$ cat src/design/cpht_pkg.sv
// Shared types and constants for the convex polygon hit test.
// Used by cpht_ctrl, cpht_dp and convex_polygon_hit_test; depends on nothing.
package cpht_pkg;

  localparam int CFG_IDX_W    = 3;
  localparam int CNT_FIELD_W  = 4;
  localparam int MIN_VERTICES = 3;

  // input opcodes
  localparam logic OP_WRITE = 1'b0;
  localparam logic OP_QUERY = 1'b1;

  // configuration register indexes
  localparam logic [CFG_IDX_W-1:0] REG_VERTEX_COUNT = 3'd0;
  localparam logic [CFG_IDX_W-1:0] REG_BOX_LEFT     = 3'd1;
  localparam logic [CFG_IDX_W-1:0] REG_BOX_TOP      = 3'd2;
  localparam logic [CFG_IDX_W-1:0] REG_BOX_WIDTH    = 3'd3;
  localparam logic [CFG_IDX_W-1:0] REG_BOX_HEIGHT   = 3'd4;

  typedef enum logic [2:0] {
    ST_IDLE = 3'b001,
    ST_WALK = 3'b010,
    ST_WAIT = 3'b100
  } state_t;

  // controller -> datapath
  typedef struct packed {
    logic wr_en;   // store a vertex beat
    logic load;    // latch query point and box test
    logic rd_en;   // read one vertex
    logic first;   // the read is vertex 0
    logic close;   // closing edge back to vertex 0
  } cmd_t;

  // datapath -> controller
  typedef struct packed {
    logic fin;     // last edge evaluated, result shown this cycle
  } sts_t;

endpackage

$ cat src/design/cpht_dp.sv
// Datapath for the convex polygon hit test: vertex memory, box test,
// edge/cross-product pipeline and sign tracking. Depends on cpht_pkg.
module cpht_dp #(
  parameter int MAX_VERTICES = 8,
  parameter int COORD_BITS   = 16
) (
  input  logic                                clk,
  input  logic                                rst_n,
  input  cpht_pkg::cmd_t                      cmd,
  input  logic [$clog2(MAX_VERTICES)-1:0]     rd_addr,
  input  logic [2:0]                          vertex_index,
  input  logic signed [COORD_BITS-1:0]        coord_x,
  input  logic signed [COORD_BITS-1:0]        coord_y,
  input  logic signed [COORD_BITS-1:0]        box_left,
  input  logic signed [COORD_BITS-1:0]        box_top,
  input  logic [COORD_BITS-1:0]               box_width,
  input  logic [COORD_BITS-1:0]               box_height,
  output cpht_pkg::sts_t                      sts,
  output logic                                inside_res
);

  localparam int C     = COORD_BITS;
  localparam int IDX_W = $clog2(MAX_VERTICES);
  localparam int D     = C + 1;       // coordinate difference
  localparam int P     = 2 * D;       // product
  localparam int X     = P + 1;       // cross product
  localparam int B     = C + 2;       // box edge sums

  logic [2*C-1:0] mem [MAX_VERTICES];
  logic [2*C-1:0] rdata_r;

  logic [31:0]      wr_idx;
  logic             wr_ok;
  logic [IDX_W-1:0] wr_addr;

  assign wr_idx  = 32'(vertex_index);
  assign wr_ok   = wr_idx < 32'(MAX_VERTICES);
  assign wr_addr = wr_idx[IDX_W-1:0];

  always_ff @(posedge clk) begin
    if (cmd.wr_en && wr_ok) begin
      mem[wr_addr] <= {coord_x, coord_y};
    end
    if (cmd.rd_en) begin
      rdata_r <= mem[rd_addr];
    end
  end

  // bounding box test on the incoming query point, strict on all sides
  logic signed [B-1:0] px_ext, py_ext, right_ext, bottom_ext;
  logic                box_ok;

  assign px_ext     = {{2{coord_x[C-1]}}, coord_x};
  assign py_ext     = {{2{coord_y[C-1]}}, coord_y};
  assign right_ext  = {{2{box_left[C-1]}}, box_left} + $signed({2'b00, box_width});
  assign bottom_ext = {{2{box_top[C-1]}}, box_top} + $signed({2'b00, box_height});
  assign box_ok     = (coord_x > box_left) && (px_ext < right_ext) &&
                      (coord_y > box_top)  && (py_ext < bottom_ext);

  logic signed [C-1:0] px_r, py_r;

  always_ff @(posedge clk) begin
    if (cmd.load) begin
      px_r <= coord_x;
      py_r <= coord_y;
    end
  end

  // stage 1: form edge and point offsets
  logic                v1_r, first1_r, close1_r;
  logic signed [C-1:0] first_x_r, first_y_r, prev_x_r, prev_y_r;
  logic signed [C-1:0] b_x, b_y;
  logic signed [D-1:0] ex_r, ey_r, qx_r, qy_r;
  logic                v2_r, last2_r;

  assign b_x = close1_r ? first_x_r : $signed(rdata_r[2*C-1:C]);
  assign b_y = close1_r ? first_y_r : $signed(rdata_r[C-1:0]);

  always_ff @(posedge clk) begin
    if (v1_r) begin
      prev_x_r <= b_x;
      prev_y_r <= b_y;
      if (first1_r) begin
        first_x_r <= b_x;
        first_y_r <= b_y;
      end else begin
        ex_r <= D'(b_x) - D'(prev_x_r);
        ey_r <= D'(b_y) - D'(prev_y_r);
        qx_r <= D'(px_r) - D'(prev_x_r);
        qy_r <= D'(py_r) - D'(prev_y_r);
      end
    end
  end

  // stage 2: the two products
  logic signed [P-1:0] p1_r, p2_r;
  logic                v3_r, last3_r;

  always_ff @(posedge clk) begin
    if (v2_r) begin
      p1_r <= ex_r * qy_r;
      p2_r <= ey_r * qx_r;
    end
  end

  // stage 3: sign of the cross product against the first sign seen
  logic [X-1:0] cross_w;
  logic         cross_neg, cross_zero, side_bad;
  logic         have_side_r, neg_r, ok_r, fin_r, res_r;

  assign cross_w    = {p1_r[P-1], p1_r} - {p2_r[P-1], p2_r};
  assign cross_neg  = cross_w[X-1];
  assign cross_zero = (cross_w == '0);
  assign side_bad   = cross_zero || (have_side_r && (cross_neg != neg_r));

  always_ff @(posedge clk) begin
    if (v3_r && !have_side_r) begin
      neg_r <= cross_neg;
    end
    if (v3_r && last3_r) begin
      res_r <= ok_r && !side_bad;
    end
  end

  always_ff @(posedge clk) begin
    if (!rst_n) begin
      v1_r        <= 1'b0;
      first1_r    <= 1'b0;
      close1_r    <= 1'b0;
      v2_r        <= 1'b0;
      last2_r     <= 1'b0;
      v3_r        <= 1'b0;
      last3_r     <= 1'b0;
      have_side_r <= 1'b0;
      ok_r        <= 1'b0;
      fin_r       <= 1'b0;
    end else begin
      v1_r     <= cmd.rd_en || cmd.close;
      first1_r <= cmd.first;
      close1_r <= cmd.close;
      v2_r     <= v1_r && !first1_r;
      last2_r  <= close1_r;
      v3_r     <= v2_r;
      last3_r  <= last2_r;
      fin_r    <= v3_r && last3_r;
      if (cmd.load) begin
        ok_r        <= box_ok;
        have_side_r <= 1'b0;
      end else if (v3_r) begin
        have_side_r <= 1'b1;
        if (side_bad) begin
          ok_r <= 1'b0;
        end
      end
    end
  end

  assign sts.fin    = fin_r;
  assign inside_res = res_r;

endmodule

$ cat config.mk
export PLATFORM = sky130hd
export DESIGN_NAME = cpht_dp
export DESIGN_NICKNAME = d
export VERILOG_FILES = /design/src/design/cpht_pkg.sv /design/src/design/cpht_dp.sv
export SDC_FILE = /design/constraint.sdc
export NUM_CORES = 2
export LEC_CHECK = 0
export BUFFER_PORTS_ARGS = -buffer_cell sky130_fd_sc_hd__buf_2
export CAP_MARGIN = 25
export CORE_MARGIN = 8
export CORE_UTILIZATION = 50
export CTS_CLUSTER_DIAMETER = 30
export CTS_CLUSTER_SIZE = 12
export DETAILED_ROUTE_END_ITERATION = 8
export PLACE_DENSITY_LB_ADDON = 0.25
export SYNTH_ARGS = -nofsm -noshare
export SYNTH_HDL_FRONTEND = slang
export SYNTH_SLANG_ARGS = --single-unit
$ cat constraint.sdc
create_clock -name clk -period 5.99 [get_ports clk]
set_input_delay 0.599 -clock clk [delete_from_list [all_inputs] [get_ports clk]]
set_output_delay 0.599 -clock clk [all_outputs]
set_load 0.02 [all_outputs]
==> summary.txt <==
Run status
  • Run status: finished with violations
  • Violated checks: negative setup slack

Clock network
  • # hold bufs at CTS: 0
  • Sink Count: 532
  • CTS tree: done
  • Clk slew on worst S/H paths: 50 ps
  • CTS H-tree depth: 3
  • Clk_lat worst skew: 660 ps
  • TritonCTS Buffers: 102
  • Clock Root Buffer: clkbuf_16
  • CTS Buffer Depth: 3

Global routing
  • Grt total ovfl: 0
  • First-pass GRT wire length: 183000 um
  • Vias in the first global route: 34500
  • All-Layer GR Usage: 21.4%
  • Largest net degree at the start of global routing: 70
  • Initial antenna violation count: 2

Die
  • Die ar.: 107000 sq um
  • Initial Util: 50.1%
  • FP Rows: 114
  • Die height: 326 um
  • IO Count: 111
  • Core Area: 96100 sq um
  • Die X-Extent: 326 um

Drt
  • Routed vias/inst: 5.33
  • ANT nets after route: 0
  • Vias post-DR: 32400
  • Detailed Routing Iterations Pass 1: 5
  • DRC: 0
  • DR iter-0 viols: 1854
  • DR WL/cell: 18.7 um
  • Wirelength, routed: 114000 um

Timing
  • Final WS setup: -478 ps
  • RSZ-0062 raised after global routing: yes
  • Slew Limit Fails: 0
  • Final min period: 6470 ps
  • Worst slew pin tran: 1010 ps
  • Setup tns final: -2100 ps
  • Fin crit share: 108%
  • Clk_skew: 82.4 ps
  • Worst relative slew slack: 32.0%
  • Setup violators final: 13
  • Max Clk Rate: 155 MHz
  • Smallest hold slack: 156 ps
  • Final hold violations: 0

Logic synthesis
  • Post-synth top area share: 32.5%
  • Most instantiated library cell after synthesis: inv_1
  • Most frequent cells after synthesis: inv_1 (745), fa_1 (599), edfxtp_1 (522), ha_1 (368), nand2_1 (364)
  • Post-synthesis area per instance: 11.3 sq um
  • Main flop type after synthesis: edfxtp_1
  • Post-synth EDFFs: 522
  • Seq/Total Area, Yosys: 32.9%
  • Netlist cell types: 87
  • Mapped cell area: 48200 sq um
  • Yosys top cell by area: edfxtp_1
  • Synth area leaders: edfxtp_1 (33%), fa_1 (25%), ha_1 (9.6%)
  • Synthesized Nets: 5327
  • Syn Inst Count: 4251
  • Asr flop ratio synth: 0%
  • Number of synthesized register bits: 532
  • Synth warn: 0

Worst setup path
  • FF-to-FF path depth: 23
  • Startpoint types: register
  • Setup CP Type: reg -> reg
  • Crit Path Max Fanout: 6
  • Critical path's largest stage delay: 560 ps
  • CP endpoint kind: register
  • Highest-delay cell along the critical path: fa_1
  • Cell breakdown of the critical path: buf_6, and2_4, fa_1, inv_2, fa_2, fa_1, fa_1, inv_2, fa_1, inv_1, fa_1, inv_2, ha_4, a41o_1, a21oi_2, o21ai_2, a211oi_2, and4bb_1, o31ai_2, or4_4, a31o_1, a21oi_2, xnor2_1
  • Top cell by count, worst path: fa_1
  • Worst EP required: 6360 ps
  • Crit path DAT: 6840 ps
  • Crit path from: qx_r[5]$_DFFE_PP_
  • Reg-to-reg startpoint: qx_r[5]$_DFFE_PP_

Placed design
  • DP Worst Slack: -543 ps
  • IO buf count: 110
  • Routability cong.: 0.892
  • Dpl hpwl: 89200 um

Hold path
  • Hold Crit Depth: 2
  • Min-delay src: cmd[0]
  • Worst Hold Class: in -> reg

Final layout
  • Synth-to-Final Area Change: 18.7%
  • Net count, final: 5780
  • Share of cells above drive strength 1: 19.5%

Job
  • Max-Cap Viols: 0
## timing repair
action                                  in CTS  in global routing
endpoints found under the hold margin        0                  0
gates cloned                                 0                  1
resized for setup                           57                109
endpoints found under the setup margin      16                 28
setup buffers                               21                 28
pin swaps                                   56                 77
## critical path: cells and delay by family, from the launching register on
kind | cells | cell delay (ps)
AOI/OAI and AO/OA | 7 | 1200
xor gates and xnor gates | 1 | 70
adders and majority gates | 7 | 3230
buffers and inverters | 5 | 350
DFF | 1 | 470
and+or+nand+nor | 3 | 880
## sequential cells by signal, indices dropped and copies added, names as in the netlist, 16 cells and up
register   flops
mem          256
p1_r          34
p2_r          34
rdata_r       32
ex_r          17
ey_r          17
qx_r          17
qy_r          17
first_x_r     16
first_y_r     16
prev_x_r      16
prev_y_r      16
px_r          16
py_r          16
## metrics by stage
stage / std cells / area (sq um) / util (%)
floorplan: 4251 / 48600 / -
global placement: 5829 / 52600 / 54.8
detailed placement: 5829 / 52600 / 54.8
CTS: 6042 / 56600 / 58.8
global route: 6068 / 57200 / 59.5
finish: 6071 / 57200 / 59.5
## layout make-up
type	count	area, sq um
fillers	7805	38900
multi-input cells	2856	29800
flip-flops and latches	532	15900
repair buffers	466	3560
inverters	746	2800
clock buffers	119	2660
well taps	1276	1600
clock inverters	73	867
diodes	3	7.51
## final timing paths
| path | endpoint | slack (ps) |
|---|---|---|
| worst min-delay path | v1_r$_SDFF_PN0_ | 160 |
| worst min register to register | last3_r$_SDFF_PN0_ | 440 |
| worst max register to register | p2_r[33]$_DFFE_PP_ | -480 |
| worst max-delay path | p2_r[33]$_DFFE_PP_ | -480 |
## cells by family after synthesis
| group | after synthesis | share of synthesized area [%] |
|---|---|---|
| fa+ha+maj | 967 | 34.4 |
| simple gates | 1117 | 11.6 |
| compound gates | 481 | 6.78 |
| mux | 135 | 4.64 |
| xor+xnor | 156 | 2.84 |
| buf+inv | 863 | 6.78 |
| flops | 532 | 32.9 |
## cells in the final DEF (no fill, tap or decap), types with 32 or more instances in the layout
master,synthesis,routed
o21ai_0,83,78
nand3_1,53,47
fa_1,599,580
buf_4,1,305
nand2b_1,39,39
nand2_1,364,354
nor3_1,50,46
buf_6,2,35
nor2_1,169,160
a21o_1,54,54
and2_1,309,293
buf_2,6,109
xor2_1,32,32
clkbuf_16,0,103
a21oi_1,128,117
o21a_1,33,32
inv_1,745,718
mux4_2,64,64
mux2_2,64,64
xnor2_1,124,124
edfxtp_1,522,522
nor2b_1,33,32
ha_1,368,346
## routing by layer
metal  share of wire (%)  GRT usage (%)  routed length, um
met5                   0              0                  0
met4                 3.6           7.46               4100
met3                 4.4           2.75               4980
met2                  50           37.3              57200
met1                  42           27.5              47600
Power is left out: the tool's default activity adds up to more than one toggle a clock period on the data nets, which glitch-free logic cannot reach.
